--- config.mk ---
export PLATFORM = sky130hd
export DESIGN_NAME = echo_pulse_range_meter_core
export DESIGN_NICKNAME = d
export VERILOG_FILES = /design/src/hw/rtl/eprm_pkg.sv /design/src/hw/rtl/eprm_mul.sv /design/src/hw/rtl/eprm_div.sv /design/src/hw/rtl/echo_pulse_range_meter_core.sv
export SDC_FILE = /design/constraint.sdc
export NUM_CORES = 1
export LEC_CHECK = 0
export BUFFER_PORTS_ARGS = -buffer_cell sky130_fd_sc_hd__buf_2
export CAP_MARGIN = 30
export CORE_UTILIZATION = 57
export CTS_BUF_LIST = sky130_fd_sc_hd__clkbuf_8 sky130_fd_sc_hd__clkbuf_16
export DETAILED_ROUTE_END_ITERATION = 10
export PLACE_DENSITY = 0.87
export RECOVER_POWER = 25
export SYNTH_ARGS = -nofsm -noshare
export SYNTH_HDL_FRONTEND = slang
export SYNTH_SLANG_ARGS = --single-unit
--- constraint.sdc ---
create_clock -name clk_i -period 5.95 [get_ports clk_i]
set_input_delay 0.2975 -clock clk_i [delete_from_list [all_inputs] [get_ports clk_i]]
set_output_delay 0.2975 -clock clk_i [all_outputs]
set_load 0.05 [all_outputs]
--- src/hw/rtl/eprm_pkg.sv ---
// Shared types and constants of the echo pulse range meter.
`timescale 1ns / 1ps
package eprm_pkg;

  // Field and register widths
  localparam int unsigned CNT_W   = 16;  // capture counter
  localparam int unsigned HZ_W    = 27;  // timer frequency register
  localparam int unsigned DIST_W  = 10;  // distance in cm
  localparam int unsigned ST_W    = 2;   // status code
  localparam int unsigned MODE_W  = 2;   // item kind
  localparam int unsigned CFG_IDX_W = 2;
  localparam int unsigned OUT_W   = 16;  // result tdata, whole bytes

  // Tick to microsecond scaling
  localparam int unsigned SCALE_W = 20;
  localparam logic [SCALE_W-1:0] US_PER_S = SCALE_W'(1000000);
  localparam int unsigned PROD_W  = CNT_W + SCALE_W;
  localparam int unsigned REM_W   = HZ_W + 1;

  // Microseconds to centimeters: cm = (us + 29) / 58
  localparam int unsigned CM_DIVISOR = 58;
  localparam int unsigned CM_ROUND   = 29;
  localparam int unsigned LIMIT_W    = 16;  // max_distance_cm * 58 fits here

  // Reset values of the registers
  localparam logic [HZ_W-1:0]   HZ_RST     = HZ_W'(1000000);
  localparam logic [CNT_W-1:0]  RELOAD_RST = CNT_W'(65535);
  localparam logic [DIST_W-1:0] MAXD_RST   = DIST_W'(400);

  typedef enum logic [CFG_IDX_W-1:0] {
    CFG_TIMER_HZ  = 2'd0,
    CFG_RELOAD    = 2'd1,
    CFG_MAX_DIST  = 2'd2,
    CFG_UNUSED    = 2'd3
  } cfg_idx_e;

  typedef enum logic [MODE_W-1:0] {
    MODE_START   = 2'd0,
    MODE_EDGE    = 2'd1,
    MODE_READ    = 2'd2,
    MODE_IGNORE  = 2'd3
  } mode_e;

  typedef enum logic [ST_W-1:0] {
    ST_OK        = 2'd0,
    ST_BUSY      = 2'd1,
    ST_NOT_READY = 2'd2,
    ST_TIMEOUT   = 2'd3
  } status_e;

  typedef enum logic [2:0] {
    PH_IDLE      = 3'b001,
    PH_WAIT_RISE = 3'b010,
    PH_WAIT_FALL = 3'b100
  } phase_e;

  // Request to the shared serial divider
  typedef struct packed {
    logic              start;
    logic [PROD_W-1:0] dividend;
    logic [HZ_W-1:0]   divisor;
  } div_req_t;

  // One result item
  typedef struct packed {
    logic              arm_falling;
    logic              trigger_request;
    logic [DIST_W-1:0] distance_cm;
    status_e           status;
  } result_t;

endpackage

--- src/hw/rtl/eprm_mul.sv ---
// Bit-serial multiplier: pulse width in ticks times one million.
`timescale 1ns / 1ps
module eprm_mul (
  input  logic                       clk_i,
  input  logic                       rst_ni,
  input  logic                       start_i,
  input  logic [eprm_pkg::CNT_W-1:0] ticks_i,
  output logic [eprm_pkg::PROD_W-1:0] prod_o,
  output logic                       done_o
);
  import eprm_pkg::*;

  localparam int unsigned STEP_W = $clog2(CNT_W + 1);

  logic [CNT_W-1:0]  sh_q, sh_d;
  logic [PROD_W-1:0] acc_q, acc_d;
  logic [STEP_W-1:0] cnt_q, cnt_d;
  logic              busy_q, busy_d;
  logic              done_q, done_d;

  // Consume one multiplier bit per cycle, MSB first
  always_comb begin
    sh_d   = sh_q;
    acc_d  = acc_q;
    cnt_d  = cnt_q;
    busy_d = busy_q;
    done_d = 1'b0;
    if (start_i) begin
      sh_d   = ticks_i;
      acc_d  = '0;
      cnt_d  = STEP_W'(CNT_W);
      busy_d = 1'b1;
    end else if (busy_q) begin
      acc_d = {acc_q[PROD_W-2:0], 1'b0}
            + (sh_q[CNT_W-1] ? PROD_W'(US_PER_S) : PROD_W'(0));
      sh_d  = {sh_q[CNT_W-2:0], 1'b0};
      cnt_d = cnt_q - STEP_W'(1);
      if (cnt_q == STEP_W'(1)) begin
        busy_d = 1'b0;
        done_d = 1'b1;
      end
    end
  end

  always_ff @(posedge clk_i or negedge rst_ni) begin
    if (!rst_ni) begin
      cnt_q  <= '0;
      busy_q <= 1'b0;
      done_q <= 1'b0;
    end else begin
      cnt_q  <= cnt_d;
      busy_q <= busy_d;
      done_q <= done_d;
    end
  end

  always_ff @(posedge clk_i) begin
    sh_q  <= sh_d;
    acc_q <= acc_d;
  end

  assign prod_o = acc_q;
  assign done_o = done_q;

endmodule

--- src/hw/rtl/eprm_div.sv ---
// Restoring serial divider, one quotient bit per cycle.
`timescale 1ns / 1ps
module eprm_div (
  input  logic                        clk_i,
  input  logic                        rst_ni,
  input  eprm_pkg::div_req_t          req_i,
  output logic [eprm_pkg::PROD_W-1:0] quot_o,
  output logic                        done_o
);
  import eprm_pkg::*;

  localparam int unsigned STEP_W = $clog2(PROD_W + 1);

  logic [PROD_W-1:0] quo_q, quo_d;
  logic [REM_W-1:0]  rem_q, rem_d;
  logic [HZ_W-1:0]   dvs_q, dvs_d;
  logic [STEP_W-1:0] cnt_q, cnt_d;
  logic              busy_q, busy_d;
  logic              done_q, done_d;
  logic [REM_W-1:0]  trial;

  // Shift dividend out of the top, quotient bits in at the bottom
  always_comb begin
    quo_d  = quo_q;
    rem_d  = rem_q;
    dvs_d  = dvs_q;
    cnt_d  = cnt_q;
    busy_d = busy_q;
    done_d = 1'b0;
    trial  = {rem_q[REM_W-2:0], quo_q[PROD_W-1]};
    if (req_i.start) begin
      quo_d  = req_i.dividend;
      rem_d  = '0;
      dvs_d  = req_i.divisor;
      cnt_d  = STEP_W'(PROD_W);
      busy_d = 1'b1;
    end else if (busy_q) begin
      if (trial >= {1'b0, dvs_q}) begin
        rem_d = trial - {1'b0, dvs_q};
        quo_d = {quo_q[PROD_W-2:0], 1'b1};
      end else begin
        rem_d = trial;
        quo_d = {quo_q[PROD_W-2:0], 1'b0};
      end
      cnt_d = cnt_q - STEP_W'(1);
      if (cnt_q == STEP_W'(1)) begin
        busy_d = 1'b0;
        done_d = 1'b1;
      end
    end
  end

  always_ff @(posedge clk_i or negedge rst_ni) begin
    if (!rst_ni) begin
      cnt_q  <= '0;
      busy_q <= 1'b0;
      done_q <= 1'b0;
    end else begin
      cnt_q  <= cnt_d;
      busy_q <= busy_d;
      done_q <= done_d;
    end
  end

  always_ff @(posedge clk_i) begin
    quo_q <= quo_d;
    rem_q <= rem_d;
    dvs_q <= dvs_d;
  end

  assign quot_o = quo_q;
  assign done_o = done_q;

endmodule

--- src/hw/rtl/echo_pulse_range_meter_core.sv ---
// Top level of the ultrasonic echo pulse range meter.
//
//  channel  | direction | handshake               | payload
//  ---------+-----------+-------------------------+----------------------------------------
//  s_axis   | in        | s_axis_tvalid/tready    | tdata: capture_time; tuser: mode
//  m_axis   | out       | m_axis_tvalid/tready    | tdata: status, distance_cm, trig, arm
//  cfg      | in        | cfg_we_i                | cfg_idx_i selects, cfg_data_i value
//
// Immediate results reach m_axis through the pending register, then the output register;
// no new item is taken while a result is pending. A read of a valid measurement runs the
// multiplier, rate divider, clamp, divide by 58 and output staging; past the ceiling, no divide.
// Reset returns the phase to idle, sets the last status to not-ready and clears all handshake state.
// A stalled m_axis holds the output register, then the pending register, then drops
// s_axis_tready; one item may still be accepted while a result waits on m_axis.
`timescale 1ns / 1ps
module echo_pulse_range_meter_core (
  input  logic                          clk_i,
  input  logic                          rst_ni,
  // input items
  input  logic                          s_axis_tvalid,
  output logic                          s_axis_tready,
  input  logic [eprm_pkg::CNT_W-1:0]    s_axis_tdata,  // [15:0] capture_time
  input  logic [eprm_pkg::MODE_W-1:0]   s_axis_tuser,  // [1:0] mode
  // result items
  output logic                          m_axis_tvalid,
  input  logic                          m_axis_tready,
  // [1:0] status, [11:2] distance_cm, [12] trigger_request, [13] arm_falling
  output logic [eprm_pkg::OUT_W-1:0]    m_axis_tdata,
  // configuration writes
  input  logic                          cfg_we_i,
  input  logic [eprm_pkg::CFG_IDX_W-1:0] cfg_idx_i,
  input  logic [eprm_pkg::HZ_W-1:0]     cfg_data_i
);
  import eprm_pkg::*;

  typedef enum logic [4:0] {
    SQ_IDLE   = 5'b00001,
    SQ_MUL    = 5'b00010,
    SQ_DIV_US = 5'b00100,
    SQ_CLAMP  = 5'b01000,
    SQ_DIV_CM = 5'b10000
  } seq_e;

  localparam int unsigned RES_W = $bits(result_t);

  // Configuration
  logic [HZ_W-1:0]   timer_hz_q;
  logic [CNT_W-1:0]  reload_q;
  logic [DIST_W-1:0] max_dist_q;

  // Measurement state
  phase_e           phase_q, phase_d;
  status_e          last_q, last_d;
  logic [CNT_W-1:0] rise_q, rise_d;
  logic [CNT_W-1:0] fall_q, fall_d;
  seq_e             seq_q, seq_d;

  // Result path
  logic          pend_valid_q, pend_valid_d;
  result_t       pend_q, pend_d;
  logic          out_valid_q, out_valid_d;
  result_t       out_q, out_d;

  logic          accept;
  mode_e         mode;
  logic          go_calc;
  logic          imm_valid;
  result_t       imm_res;
  logic          calc_valid;
  result_t       calc_res;
  logic          out_load;

  logic [CNT_W-1:0]   ticks;
  logic [HZ_W-1:0]    hz_eff;
  logic [LIMIT_W-1:0] limit;
  logic [CNT_W:0]     round_sum;
  logic               mul_done;
  logic [PROD_W-1:0]  mul_prod;
  div_req_t           div_req;
  logic [PROD_W-1:0]  div_quot;
  logic               div_done;

  assign accept = s_axis_tvalid && s_axis_tready;
  assign mode   = mode_e'(s_axis_tuser);

  // Hold new items off while the sequencer runs or a result is pending
  assign s_axis_tready = (seq_q == SQ_IDLE) && !pend_valid_q;

  // Configuration writes; index beyond the list is dropped
  always_ff @(posedge clk_i or negedge rst_ni) begin
    if (!rst_ni) begin
      timer_hz_q <= HZ_RST;
      reload_q   <= RELOAD_RST;
      max_dist_q <= MAXD_RST;
    end else if (cfg_we_i) begin
      case (cfg_idx_e'(cfg_idx_i))
        CFG_TIMER_HZ: timer_hz_q <= cfg_data_i;
        CFG_RELOAD:   reload_q   <= cfg_data_i[CNT_W-1:0];
        CFG_MAX_DIST: max_dist_q <= cfg_data_i[DIST_W-1:0];
        default: ;
      endcase
    end
  end

  // Pulse width with one counter rollover, modulo the counter range
  always_comb begin
    if (fall_q >= rise_q) begin
      ticks = fall_q - rise_q;
    end else begin
      ticks = reload_q + CNT_W'(1) + fall_q - rise_q;
    end
  end

  assign hz_eff    = (timer_hz_q == '0) ? HZ_W'(1) : timer_hz_q;
  assign limit     = LIMIT_W'(max_dist_q) * LIMIT_W'(CM_DIVISOR);
  assign round_sum = {1'b0, div_quot[CNT_W-1:0]} + (CNT_W+1)'(CM_ROUND);

  // Item decode: state update and the immediate result
  always_comb begin
    phase_d   = phase_q;
    last_d    = last_q;
    rise_d    = rise_q;
    fall_d    = fall_q;
    go_calc   = 1'b0;
    imm_res   = '{arm_falling: 1'b0, trigger_request: 1'b0,
                  distance_cm: '0, status: ST_OK};
    if (accept) begin
      case (mode)
        MODE_START: begin
          if (phase_q != PH_IDLE) begin
            imm_res.status = ST_BUSY;
          end else begin
            last_d  = ST_NOT_READY;
            phase_d = PH_WAIT_RISE;
            imm_res.trigger_request = 1'b1;
          end
        end
        MODE_EDGE: begin
          if (phase_q == PH_WAIT_RISE) begin
            rise_d  = s_axis_tdata;
            phase_d = PH_WAIT_FALL;
          end else if (phase_q == PH_WAIT_FALL) begin
            fall_d  = s_axis_tdata;
            phase_d = PH_IDLE;
            last_d  = ST_OK;
          end
        end
        MODE_READ: begin
          if (phase_q != PH_IDLE) begin
            // read during a measurement ends it as a timeout
            phase_d = PH_IDLE;
            last_d  = ST_TIMEOUT;
            imm_res.status      = ST_TIMEOUT;
            imm_res.distance_cm = max_dist_q;
          end else if (last_q == ST_OK) begin
            go_calc = 1'b1;
          end else begin
            imm_res.status = last_q;
          end
        end
        default: ;
      endcase
      imm_res.arm_falling = (phase_d == PH_WAIT_FALL);
    end
  end

  assign imm_valid = accept && !go_calc;

  // Distance sequencer: multiply, divide by rate, then clamp or divide by 58
  always_comb begin
    seq_d      = seq_q;
    calc_valid = 1'b0;
    calc_res   = '{arm_falling: 1'b0, trigger_request: 1'b0,
                   distance_cm: '0, status: ST_OK};
    div_req    = '{start: 1'b0, dividend: '0, divisor: '0};
    case (seq_q)
      SQ_IDLE: begin
        if (go_calc) begin
          seq_d = SQ_MUL;
        end
      end
      SQ_MUL: begin
        if (mul_done) begin
          div_req = '{start: 1'b1, dividend: mul_prod, divisor: hz_eff};
          seq_d   = SQ_DIV_US;
        end
      end
      SQ_DIV_US: begin
        if (div_done) begin
          seq_d = SQ_CLAMP;
        end
      end
      SQ_CLAMP: begin
        if (div_quot > PROD_W'(limit)) begin
          calc_valid = 1'b1;
          calc_res.distance_cm = max_dist_q;
          seq_d = SQ_IDLE;
        end else begin
          div_req = '{start: 1'b1, dividend: PROD_W'(round_sum),
                      divisor: HZ_W'(CM_DIVISOR)};
          seq_d   = SQ_DIV_CM;
        end
      end
      SQ_DIV_CM: begin
        if (div_done) begin
          calc_valid = 1'b1;
          calc_res.distance_cm = div_quot[DIST_W-1:0];
          seq_d = SQ_IDLE;
        end
      end
      default: seq_d = SQ_IDLE;
    endcase
  end

  eprm_mul u_mul (
    .clk_i   (clk_i),
    .rst_ni  (rst_ni),
    .start_i (go_calc),
    .ticks_i (ticks),
    .prod_o  (mul_prod),
    .done_o  (mul_done)
  );

  eprm_div u_div (
    .clk_i  (clk_i),
    .rst_ni (rst_ni),
    .req_i  (div_req),
    .quot_o (div_quot),
    .done_o (div_done)
  );

  // Pending stage feeds the output register whenever that slot frees up
  assign out_load = pend_valid_q && (!out_valid_q || m_axis_tready);

  always_comb begin
    pend_valid_d = pend_valid_q;
    pend_d       = pend_q;
    out_valid_d  = out_valid_q;
    out_d        = out_q;
    if (out_load) begin
      out_valid_d  = 1'b1;
      out_d        = pend_q;
      pend_valid_d = 1'b0;
    end else if (m_axis_tready) begin
      out_valid_d = 1'b0;
    end
    if (imm_valid) begin
      pend_valid_d = 1'b1;
      pend_d       = imm_res;
    end else if (calc_valid) begin
      pend_valid_d = 1'b1;
      pend_d       = calc_res;
    end
  end

  always_ff @(posedge clk_i or negedge rst_ni) begin
    if (!rst_ni) begin
      phase_q      <= PH_IDLE;
      last_q       <= ST_NOT_READY;
      seq_q        <= SQ_IDLE;
      pend_valid_q <= 1'b0;
      out_valid_q  <= 1'b0;
    end else begin
      phase_q      <= phase_d;
      last_q       <= last_d;
      seq_q        <= seq_d;
      pend_valid_q <= pend_valid_d;
      out_valid_q  <= out_valid_d;
    end
  end

  // Edge times and result payloads need no reset
  always_ff @(posedge clk_i) begin
    rise_q <= rise_d;
    fall_q <= fall_d;
    pend_q <= pend_d;
    out_q  <= out_d;
  end

  assign m_axis_tvalid = out_valid_q;
  assign m_axis_tdata  = {(OUT_W-RES_W)'(0), out_q};

endmodule
# == After elaboration in Yosys (flattened, before gate mapping) ==
# Cells that the tools add are included.
# word_totals
ff_bits,282
input_bits,52
wordCells,162
out_inout_bits,18
# classes
n_addsub,9
n_eq_ne,23
bitwise_logic,1
reduce_logical,25
magnitude_cmp,3
mul,1
muxes,71
# ops
operator,count
$mux W64,2
$pmux W64 S2,1
$mux W36,2
$mux W27,2
$mux W16,3
$mux W14,3
$mux W10,4
$add A36 B36 Y36,1
$gt A36 B16 Y1,1
$mux W5,7
$sub A16 B16 Y16,2
$ge A28 B27 Y1,1
$logic_not A27 Y1,1
$mux W1,27
$sub A27 B27 Y27,1
$pmux W5 S5,1
$mux W20,1
$pmux W10 S2,1
$add A16 B5 Y17 const B,1
$add A16 B1 Y16 const B,1
$add A16 B16 Y16,1
$ge A16 B16 Y1,1
$mul A10 B5 Y15 const B,1
$mux W3,5
other kinds (32),62

# == Depth between registers and ports, before layout ==
# Gate-level depths: netlist of the first run.
# depth
depth_word,8
depth_mapped,26
ltp_nobuf,25

# == Hierarchy ==
# Synthesis of the first run repeated with hierarchy kept, for this count alone.
# unflattened
hier_cells,1718
area_unflattened_um2,17571.9
# modules_own_cells
mod,cells_per_inst,seq_area_each_um2,instances,area_each_um2
echo_pulse_range_meter_core,920,3464.6,1,9220.1
eprm_div,518,2632.5,1,5570.3
eprm_mul,280,1256.2,1,2781.4

# == Least setup slack after synthesis of the first run ==
# OpenSTA, ideal clock, no wires.
# synth_timing
path_kind,flip-flop to flip-flop
startpoint,reg max_dist_q[2]
endpoint,"reg u_div.quo_q[0] (netlist: u_div.quot_o[0]), enable pin"
path_slack_ns,-0.273
arrival_time_ns,5.829
required_time_ns,5.556
stages_incl_launch_ff,23
path_buffers,2
cell_sequence,dfrtp_1 > inv_1 > fa_1 > inv_1 > ha_1 > fa_1 > ha_1 > a21oi_1 > nor2b_1 > o21ai_0 > a21oi_1 > a41o_1 > o41ai_1 > xnor2_1 > ha_1 > nand4_1 > nor4_1 > nor3_4 > a211oi_4 > nor2_4 > buf_6 > buf_6 > nand2_1
# synth_via
elab_chain_cells,5
# synth_rtl
item,line,source
from (decl),echo_pulse_range_meter_core.sv:49,logic [DIST_W-1:0] max_dist_q;
from (signal assigned),echo_pulse_range_meter_core.sv:99,CFG_MAX_DIST: max_dist_q <= cfg_data_i[DIST_W-1:0];
$mul A10 B5 Y15,echo_pulse_range_meter_core.sv:115,assign limit = LIMIT_W'(max_dist_q) * LIMIT_W'(CM_DIVISOR);
$gt A36 B16 Y1,echo_pulse_range_meter_core.sv:194,if (div_quot > PROD_W'(limit)) begin
$mux W64,echo_pulse_range_meter_core.sv:194,
$pmux W64 S2,echo_pulse_range_meter_core.sv:176,case (seq_q)
$reduce_bool A2 Y1 (no source line),n/a,
to (signal assigned),eprm_div.sv:66,quo_q <= quo_d;
to (decl),eprm_div.sv:14,"logic [PROD_W-1:0] quo_q, quo_d;"
# Every way passes these cells.
# A chain may end at the register's enable or synchronous reset.

# == Final worst setup path of the first run ==
# layout_timing
startpoint,reg max_dist_q[4]
endpoint,"reg u_div.quo_q[11] (netlist: u_div.quot_o[11]), data pin"
# layout_via
elab_chain_cells,5
# layout_rtl
item,line,source
$mul A10 B5 Y15,echo_pulse_range_meter_core.sv:115,
$gt A36 B16 Y1,echo_pulse_range_meter_core.sv:194,
$mux W64,echo_pulse_range_meter_core.sv:194,
$pmux W64 S2,echo_pulse_range_meter_core.sv:176,
$mux W36,eprm_div.sv:31,if (req_i.start) begin
named net u_div.quo_d[11],eprm_div.sv:14,
# The timed path passes the listed nets, and every way through them passes these cells.

==> flow_metrics.env, run 1 <==
export IMPL_outcome="complete, but fails checks"
export IMPL_violations="max-capacitance violations, max-slew violations"
export IMPL_timing_hold_ws_ps=10.3
export IMPL_via_count=13500
export IMPL_fin_setup_tns_ps=0
export IMPL_place_congestion=0.920
export IMPL_pin_count=70
export IMPL_synth_top_area_cell="edfxtp_1"
export IMPL_vias_per_cell=6.04
export IMPL_dp_hpwl_um=28500
export IMPL_fp_row_count=63
export IMPL_worstMarginPinSlew_ps=3450
export IMPL_crit_arrival_ps=6000
export IMPL_hold_viol=0
export IMPL_wl_per_cell_um=18.3
export IMPL_ys_seq_elements=276
export IMPL_synth_cell_types=92
export IMPL_crit_path_start="max_dist_q[4]"
export IMPL_fin_crit_sh_pct=95.8
export IMPL_synthFlopType="edfxtp_1"
export IMPL_min_from="cfg_data_i[15]"
export IMPL_end_kind="register"
export IMPL_die_area_sq_mm=0.0309
export IMPL_syn_area_sq_mm=0.0172
export IMPL_htreeDepth=1
export IMPL_antenna_found_initial=1
export IMPL_clkPwrFrac_pct=26.0
export IMPL_netlist_instances=1739
export IMPL_vdd_drop_max_mv=0.254
export IMPL_slew_violations=99
export IMPL_die_x_um=176
export IMPL_synth_area_per_cell_sq_um=9.90
export IMPL_grt_max_degree=66
export IMPL_clock_sinks=276
export IMPL_clock_latency_ps=560
export IMPL_relSlewSlack_pct=-130
export IMPL_fmax_mhz=175
export IMPL_setup_viol_count_final=0
export IMPL_hold_class="in -> reg"
export IMPL_antenna_left=0
export IMPL_areaGrowthSynthToFinish_pct=12.5
export IMPL_power_leakage_nw=8.55
export IMPL_final_nets=2030
export IMPL_combPwrFrac_pct=39.5
export IMPL_worstSetupPathType="reg -> reg"
export IMPL_core_sq_mm=0.0297
export IMPL_gr_usage_all_layers_pct=26.8
export IMPL_grt_pass1_wl_um=66800
export IMPL_numCtsBuffers=30
export IMPL_r2r_start="max_dist_q[4]"
export IMPL_num_antenna_cells=0
export IMPL_synthTopCellsByArea="edfxtp_1 24%, ha_1 8.5%, dfrtp_1 7.4%, dfxtp_1 6.6%, dfstp_2 4.4%"
export IMPL_p_sw_share_pct=37.3
export IMPL_cts_clk_slew_worst_paths_ps=60
export IMPL_synth_most_common_cell="inv_1"
export IMPL_die_h_um=176
export IMPL_grt_pass1_vias=13600
export IMPL_yosysWarnings=0
export IMPL_numPortBuffers=67
export IMPL_p_sw_mw=2.97
export IMPL_pwr_density_cell_mw_per_mm2=411
export IMPL_finalClockSkew_ps=14.3
export IMPL_synth_top_area_share_pct=24.2
export IMPL_cts_root_buf="clkbuf_16"
export IMPL_wl_um=41000
export IMPL_ys_top_cells_by_count="183 x inv_1, 165 x nand2_1, 139 x edfxtp_1"
export IMPL_dr_pass1_iters=5
export IMPL_p_int_mw=5.00
export IMPL_cts_path_max_buffers=3
export IMPL_cap_viol_max_count=2
export IMPL_crit_fanout=8
export IMPL_p_seq_share_pct=34.5
export IMPL_period_needed_ps=5700
export IMPL_drtIter0Drc=1209
export IMPL_gr_total_overflow=0
export IMPL_synthArstFlopShare_pct=29.0
export IMPL_start_util_pct=57.9
export IMPL_ys_seq_area_share_pct=42.7
export IMPL_critPathRequiredTime_ps=6250
export IMPL_worstSetupStartpointType="register"
export IMPL_cts_tree="done"
export IMPL_drc=0
export IMPL_drive_above_1_share_pct=13.1
export IMPL_synth_enable_flop_cells=139
==> path summary, 6_finish.rpt <==
check                                    to  slack [ps]  cells after the start
max                        u_div.quot_o[11]         250                     24
min                            reload_q[15]          10                      2
max reg2reg                u_div.quot_o[11]         250                     24
min reg2reg                 m_axis_tdata[9]         420                      0
max in group asynchronous     max_dist_q[2]        1540                      3
min in group asynchronous     max_dist_q[9]         530                      2
==> final cells by class <==
class | instances | area [sq um]
inverters | 184 | 691
flip-flops and latches | 276 | 7350
well taps | 390 | 488
fillers | 2112 | 10300
clock inverters | 18 | 231
multi-input cells | 1220 | 8930
repair buffers | 117 | 790
clock buffers | 38 | 895
==> per-stage QoR <==
step	instances	power (mW)	utilization, %	cell area (sq um)	worst slack [ps]
detailed placement	2156	5.78	60.3	17900	-26.4
floorplan	1740	5.07	-	17200	69.7
finish	2243	7.97	65.2	19400	251
CTS	2241	7.89	65.1	19400	34.6
global placement	2154	5.60	60.3	17900	228
global route	2243	8.48	65.2	19400	-25.4
==> what timing repair did <==
item | CTS | global route
hold buffers | 29 | 0
pin swaps | 0 | 2
buffers inserted | 0 | 2
setup endpoints to repair | 8 | 143
gates resized for setup | 2 | 7
endpoints found under the hold margin | 60 | 0
==> cells by family after synthesis <==
| family | share of synthesized area, % |
|---|---|
| flip-flops | 42.7 |
| XOR/XNOR | 4.73 |
| adder cells (fa/ha/maj) | 12.2 |
| other | 0.0218 |
| multiplexers | 5.38 |
| AO/OA/AOI/OAI | 14.0 |
| buffers and inverters | 5.76 |
| AND/OR/NAND/NOR | 15.2 |
==> layout by cell type, fill, tap and decap left out, types with 7 or more instances in the layout <==
cell type | netlist | final
a211oi_1 | 28 | 27
and4_1 | 7 | 7
dfstp_2 | 29 | 29
o21ai_0 | 96 | 96
dfxtp_1 | 57 | 57
xnor2_1 | 54 | 54
nand4_1 | 10 | 10
nand3b_1 | 9 | 9
and3_1 | 40 | 40
or3_1 | 8 | 8
a22o_1 | 11 | 11
mux2_2 | 51 | 48
nor2b_1 | 20 | 20
o21a_1 | 15 | 15
nor3_1 | 42 | 40
buf_4 | 4 | 14
o31ai_1 | 8 | 8
nand3_1 | 36 | 36
and2_1 | 10 | 10
xor2_1 | 39 | 39
dlygate4sd3_1 | 0 | 29
nand2_1 | 165 | 164
fa_1 | 32 | 32
a21o_1 | 18 | 18
inv_1 | 183 | 186
clkbuf_1 | 42 | 15
mux2i_1 | 34 | 34
a21oi_1 | 93 | 92
nand2b_1 | 11 | 11
nor2_1 | 110 | 110
dfrtp_1 | 51 | 51
edfxtp_1 | 139 | 139
buf_2 | 6 | 55
nor4_1 | 19 | 18
ha_1 | 117 | 117
clkbuf_16 | 0 | 33
a221o_1 | 12 | 12
o21bai_1 | 7 | 7
a31oi_1 | 11 | 11
==> worst max-delay path, stage by stage (launching register included) <==
cell	delay (ps)
dfstp_2	570
inv_1	110
fa_1	490
inv_1	40
ha_1	270
inv_1	50
fa_1	510
inv_1	40
ha_1	340
a21oi_1	240
o21bai_1	100
a21oi_1	280
o21bai_1	120
a21oi_2	210
nor4bb_1	80
a211oi_1	190
ha_1	280
nand4_1	180
nor2_1	100
a211oi_2	290
nor3_4	80
a211oi_4	300
nor2_4	100
buf_4	180
a221o_1	300
==> sequential cells by signal, summed over array words and instances, names as in the netlist <==
signal / cells
u_mul.done_o: 1
u_mul.cnt_q: 5
seq_q: 5
u_mul.prod_o: 30
phase_q: 3
fall_q: 16
m_axis_tvalid: 1
pend_q: 14
pend_valid_q: 1
u_mul.sh_q: 16
u_div.rem_q: 27
timer_hz_q: 27
u_div.cnt_q: 6
u_div.dvs_q: 27
u_div.quot_o: 36
reload_q: 16
u_mul.busy_q: 1
m_axis_tdata: 14
max_dist_q: 10
u_div.busy_q: 1
rise_q: 16
last_q: 2
u_div.done_o: 1
==> power by group through the flow <==
stage | logic, mW | registers (mW) | clock network, mW
6_report | 3.14 | 2.75 | 2.07
5_1_grt | 3.53 | 2.79 | 2.16
4_1_cts | 3.07 | 2.74 | 2.09
3_5_place_dp | 3.02 | 2.76 | 0
3_3_place_gp | 2.85 | 2.75 | 0
2_1_floorplan | 2.31 | 2.76 | 0
==> per-layer routing <==
layer | track usage [%] | wire, um
met1 | 33.3 | 16600
met2 | 46.7 | 20100
met3 | 3.27 | 2490
met4 | 11.8 | 1790
met5 | 0 | 13
(Power assumes the default switching activity.)
==> run 2, diff against run 1 <==
BUFFER_PORTS_ARGS = not set   (was -buffer_cell sky130_fd_sc_hd__buf_2)
CORE_UTILIZATION = 59   (was 57)
DONT_BUFFER_PORTS = 1   (was not set)
PLACE_DENSITY = 0.88   (was 0.87)
==> run 2 against run 1 <==
  * The flow still finishes with violations (max-capacitance violations, max-slew violations)
  * Non-clock buffer count down 47
  * Worst hold slack better by 51 ps
  * First-iteration DRC count is 21% higher
  * Setup slack worse by 150 ps
  * Sequential power is 4% higher
==> flow_metrics.env, run 2 (synthesis gave the netlist of run 1 again) <==
export IMPL_setup_viol_count_final=0
export IMPL_start_util_pct=60.0
export IMPL_antenna_left=0
export IMPL_drc=0
export IMPL_period_needed_ps=5850
export IMPL_rrSetupSlack_ps=100
export IMPL_areaGrowthSynthToFinish_pct=11.4
export IMPL_crit_fanout=17
export IMPL_largest_reg_flops=36
export IMPL_die_area_sq_mm=0.0299
export IMPL_gr_total_overflow=0
export IMPL_drtIter0Drc=1463
export IMPL_r2r_start="max_dist_q[4]"
export IMPL_final_area_sq_mm=0.0192
export IMPL_min_from="s_axis_tuser[1]"
export IMPL_numPortBuffers=0
export IMPL_pwr_density_cell_mw_per_mm2=417
export IMPL_clock_sinks=276
export IMPL_antenna_found_initial=1
export IMPL_power_leakage_nw=8.34
export IMPL_ff2ff_path_depth=24
export IMPL_end_kind="register"
export IMPL_cts_path_max_buffers=3
export IMPL_violations="max-capacitance violations, max-slew violations"
export IMPL_htreeDepth=1
export IMPL_fin_crit_sh_pct=98.3
export IMPL_dr_pass1_iters=7
export IMPL_fmax_mhz=171
export IMPL_cts_tree="done"
export IMPL_hold_viol=0
export IMPL_grt_max_degree=81
export IMPL_finalClockSkew_ps=23.8
export IMPL_final_nets=1984
export IMPL_vdd_drop_max_mv=0.334
export IMPL_pin_count=70
export IMPL_cts_clk_slew_worst_paths_ps=70
export IMPL_place_congestion=0.926
export IMPL_worstSetupPathType="reg -> reg"
export IMPL_clock_latency_ps=570
export IMPL_timing_hold_ws_ps=61.7
export IMPL_core_sq_mm=0.0287
export IMPL_grt_pass1_vias=13800
export IMPL_cts_root_buf="clkbuf_16"
export IMPL_crit_path_start="max_dist_q[4]"
export IMPL_layout_commonest_cell="inv_1"
export IMPL_place_area_sq_mm=0.0176
export IMPL_worstMarginPinSlew_ps=4500
export IMPL_fin_total_pwr_mw=8.00
export IMPL_grt_pass1_wl_um=68300
export IMPL_holdPathStages=3
export IMPL_die_x_um=173
export IMPL_slew_violations=81
export IMPL_dp_hpwl_um=28300
export IMPL_wl_per_cell_um=19.5
export IMPL_rsz0062_at_grt="yes"
export IMPL_final_cell_mix="183 x inv_1, 164 x nand2_1, 139 x edfxtp_1"
export IMPL_vias_per_cell=6.30
export IMPL_die_h_um=173
export IMPL_gr_usage_all_layers_pct=27.9
export IMPL_fp_row_count=62
export IMPL_crit_arrival_ps=6110
export IMPL_hold_class="in -> reg"
export IMPL_r2r_end="u_div.quot_o[35]"
export IMPL_numCtsBuffers=30
export IMPL_worstSetupStartpointType="register"
export IMPL_via_count=13800
export IMPL_wl_um=42700
export IMPL_critPathRequiredTime_ps=6220
export IMPL_relSlewSlack_pct=-200
export IMPL_outcome="complete, but fails checks"
export IMPL_cap_viol_max_count=1
export IMPL_drive_above_1_share_pct=10.9
export IMPL_min_to="phase_q[2]"
export IMPL_fin_setup_tns_ps=0
run 2: cell count changes in the layout (fill, tap and decap cells not counted), sizes merged, moves of 6 or more:
cell / before / now
buf: 72 / 22
clkbuf: 53 / 32
clkinv: 7 / 14
clkinvlp: 0 / 6
dlygate4sd3: 29 / 47
inv: 190 / 184
run 2: how the worst max path moves through the flow:
stage	slack, ps	end
global placement	250	u_div.quot_o[16]
detailed placement	-9	u_div.quot_o[10]
floorplan	70	u_div.quot_o[0]
global route	-130	u_div.quot_o[0]
finish	100	u_div.quot_o[35]
CTS	60	u_div.rem_q[23]
run 2: critical path, stage by stage (launching register included):
cell	delay (ps)
dfstp_2	560
inv_1	120
fa_1	500
inv_1	40
ha_1	260
inv_1	50
fa_1	490
inv_1	40
ha_1	330
nor2b_1	160
o21ai_1	180
a21oi_1	120
a41o_1	290
o41ai_2	260
xnor2_1	180
ha_1	300
a21oi_1	180
o21ai_2	110
a211oi_2	310
nor3_4	90
a211oi_4	370
nor2_4	120
buf_4	150
nand2_2	90
buf_6	220
run 2: report_power, final:
group          switching [mW]  leakage [nW]  internal [mW]  total [mW]
Clock                   0.796         0.497           1.15        1.95
Combinational            1.88          5.22           1.30        3.19
Sequential              0.444          2.63           2.43        2.87
run 2: cell type report:
class,instances,area [sq um]
Sequential cell,276,7350
Clock buffer,31,764
Timing Repair Buffer,70,666
Tap cell,384,480
Clock inverter,25,272
Multi-Input combinational cell,1221,8950
Fill cell,1962,9520
Inverter,184,691
Antenna cell,1,2.50
run 2: repair_timing:
item	4_1_cts	5_1_grt
buffers inserted	0	2
endpoints found under the setup margin	10	145
pin swaps	0	2
hold buffers	48	0
gates resized for setup	1	16
gates cloned	0	1
hold endpoints to repair	172	0
run 2: metrics by stage:
stage / util (%) / std cells / worst slack [ps]
after floorplan: - / 1740 / 69.7
after global placement: 61.2 / 2080 / 248
after detailed placement: 61.2 / 2084 / -9.18
after CTS: 66.6 / 2188 / 55.9
after global routing: 66.8 / 2192 / -126
final: 66.8 / 2192 / 103
run 2: layer usage:
metal	part of all wire, %	track usage, %	vias up
li1	-	-	6280
met5	0	0	-
met2	49	49.0	703
met1	38	33.3	6649
met4	4.9	14.0	0
met3	7.5	4.24	168
==> run 3, diff against run 2 <==
CORE_UTILIZATION = 24   (was 59)
HOLD_SLACK_MARGIN = 0.03   (was not set)
PLACE_DENSITY = 0.48   (was 0.88)
==> run 3 against run 2 <==
  * Fmax is 2.7% higher
  * The flow still finishes with violations (max-capacitance violations, max-slew violations)
  * Sequential cell count stayed put
  * Die area is 140% higher
  * Clock skew is 3.9 ps lower
  * Global-route usage is 15 points lower
  * Count of clock-buffer cells in the layout is 11 higher
  * Wire length is 7.7% higher
==> flow_metrics.env, run 3 (synthesis gave the netlist of run 1 again) <==
export IMPL_outcome="complete, but fails checks"
export IMPL_violations="max-capacitance violations, max-slew violations"
export IMPL_grt_pass1_vias=13000
export IMPL_largest_reg_flops=36
export IMPL_dr_pass1_iters=5
export IMPL_holdPathStages=2
export IMPL_rsz0062_at_grt="no"
export IMPL_areaGrowthSynthToFinish_pct=16.9
export IMPL_period_needed_ps=5690
export IMPL_relSlewSlack_pct=-225
export IMPL_dp_hpwl_um=33500
export IMPL_power_leakage_nw=8.52
export IMPL_clock_sinks=276
export IMPL_rrSetupSlack_ps=260
export IMPL_combPwrFrac_pct=37.8
export IMPL_layout_commonest_cell="inv_1"
export IMPL_worstSetupPathType="reg -> reg"
export IMPL_r2r_start="max_dist_q[2]"
export IMPL_numCtsBuffers=35
export IMPL_p_sw_share_pct=37.2
export IMPL_hold_viol=0
export IMPL_die_x_um=270
export IMPL_clkPwrFrac_pct=26.7
export IMPL_cap_viol_max_count=1
export IMPL_crit_path_top_delay_cell="fa_1"
export IMPL_pwr_density_cell_mw_per_mm2=401
export IMPL_vdd_drop_max_mv=0.217
export IMPL_p_int_mw=5.06
export IMPL_via_count=12800
export IMPL_htreeDepth=2
export IMPL_antenna_left=0
export IMPL_crit_chain="inv_1, fa_1, inv_1, ha_1, fa_1, ha_1, a21o_1, a21oi_1, o21bai_1, a21oi_1, o21bai_1, a21oi_1, buf_4, a211oi_1, ha_1, nand4_1, nor4_1, buf_4, nor3_4, a211oi_4, nor2_4, buf_4, a221o_1"
export IMPL_worstMarginPinSlew_ps=4870
export IMPL_cpPeakStageDelay_ps=540
export IMPL_pin_count=70
export IMPL_vias_per_cell=4.63
export IMPL_wl_um=46000
export IMPL_crit_arrival_ps=5980
export IMPL_fin_setup_tns_ps=0
export IMPL_cts_root_buf="clkbuf_16"
export IMPL_fmax_mhz=176
export IMPL_critPathRequiredTime_ps=6240
export IMPL_worstSetupStartpointType="register"
export IMPL_start_util_pct=24.4
export IMPL_finalClockSkew_ps=19.9
export IMPL_drtIter0Drc=801
export IMPL_p_sw_mw=3.00
export IMPL_stdcell_count=2767
export IMPL_cts_tree="done"
export IMPL_min_from="m_axis_tready"
export IMPL_r2r_end="u_div.quot_o[11]"
export IMPL_setup_viol_count_final=0
export IMPL_grt_pass1_wl_um=73500
export IMPL_antenna_found_initial=6
export IMPL_end_kind="register"
export IMPL_timing_hold_ws_ps=73.4
export IMPL_drc=0
export IMPL_drive_above_1_share_pct=11.1
export IMPL_die_h_um=270
export IMPL_gr_total_overflow=0
export IMPL_fin_total_pwr_mw=8.07
export IMPL_placedCellCount=2654
export IMPL_fp_row_count=97
export IMPL_slew_violations=81
export IMPL_post_cts_setup_buffers=0
export IMPL_crit_fanout=8
export IMPL_numPortBuffers=0
export IMPL_min_to="m_axis_tvalid"
export IMPL_final_nets=2001
export IMPL_hold_class="in -> reg"
export IMPL_cts_path_max_buffers=3
export IMPL_gr_usage_all_layers_pct=12.6
export IMPL_ff2ff_path_depth=23
export IMPL_core_sq_mm=0.0705
export IMPL_p_seq_share_pct=35.5
export IMPL_wl_per_cell_um=16.6
export IMPL_grt_max_degree=81
export IMPL_cts_clk_slew_worst_paths_ps=60
export IMPL_place_congestion=0.814
export IMPL_fin_crit_sh_pct=95.7
export IMPL_clock_latency_ps=550
export IMPL_die_area_sq_mm=0.0728
export IMPL_final_cell_mix="193 x inv_1, 164 x nand2_1, 139 x edfxtp_1"
run 3: cell count changes in the layout (fill, tap and decap cells not counted), moves of 3 or more:
cell	previous run	this run
a21oi_2	5	2
clkinvlp_4	6	1
bufinv_16	5	2
a21oi_1	89	92
inv_1	183	193
clkinv_2	9	4
buf_12	1	4
clkbuf_16	30	40
buf_4	14	27
run 3: stage by stage:
stage / worst slack, ps / instance area (sq um) / utilization [%]
detailed placement: -44.8 / 18400 / 26.1
floorplan: 69.7 / 17200 / -
finish: 257 / 20100 / 28.5
CTS: 39.0 / 20100 / 28.5
global route: 10.1 / 20100 / 28.5
global placement: 147 / 18400 / 26.1
run 3: final cells by class:
cell class	count	area (sq um)
Sequential cell	276	7350
Clock inverter	21	150
Timing Repair Buffer	83	818
Clock buffer	42	1020
Fill cell	7309	50400
Multi-Input combinational cell	1220	8910
Inverter	184	691
Tap cell	940	1180
Antenna cell	1	2.50
run 3: power groups by stage:
stage,clock (mW),combinational (mW),sequential (mW)
2_1_floorplan,0,2.31,2.76
3_3_place_gp,0,2.85,2.90
3_5_place_dp,0,2.97,2.90
4_1_cts,2.22,3.04,2.87
5_1_grt,2.30,3.49,2.92
6_report,2.15,3.05,2.86
run 3: how the worst max path moves through the flow:
stage / to / startpoint / slack (ps) / depth (start not counted)
2_1_floorplan: u_div.quot_o[0] / max_dist_q[2] / 70 / 22
3_3_place_gp: u_div.quot_o[5] / max_dist_q[2] / 150 / 23
3_5_place_dp: u_div.quot_o[5] / max_dist_q[3] / -40 / 23
4_1_cts: u_div.quot_o[5] / max_dist_q[2] / 40 / 23
5_1_grt: u_div.quot_o[7] / max_dist_q[4] / 10 / 26
6_report: u_div.quot_o[11] / max_dist_q[2] / 260 / 23
run 3: per-layer routing:
layer,part of all wire [%],up-vias,track usage (%)
li1,-,6310,-
met1,47,6245,16.7
met2,46,191,20.4
met3,4.4,69,2.79
met4,2.5,10,3.95
met5,0.14,-,0
run 3: critical path: cells and delay by family, from the launching register on:
family                   cells  cell delay [ps]
AND/OR/NAND/NOR              4              660
adder cells (fa/ha/maj)      5             2020
flip-flops                   1              340
AO/OA/AOI/OAI                9             1750
buffers and inverters        5              680
run 3: repair_timing:
item | in CTS | in global routing
resized for setup | 1 | 4
gates cloned | 0 | 1
hold endpoints to repair | 172 | 0
hold buffers | 48 | 0
endpoints found under the setup margin | 4 | 95
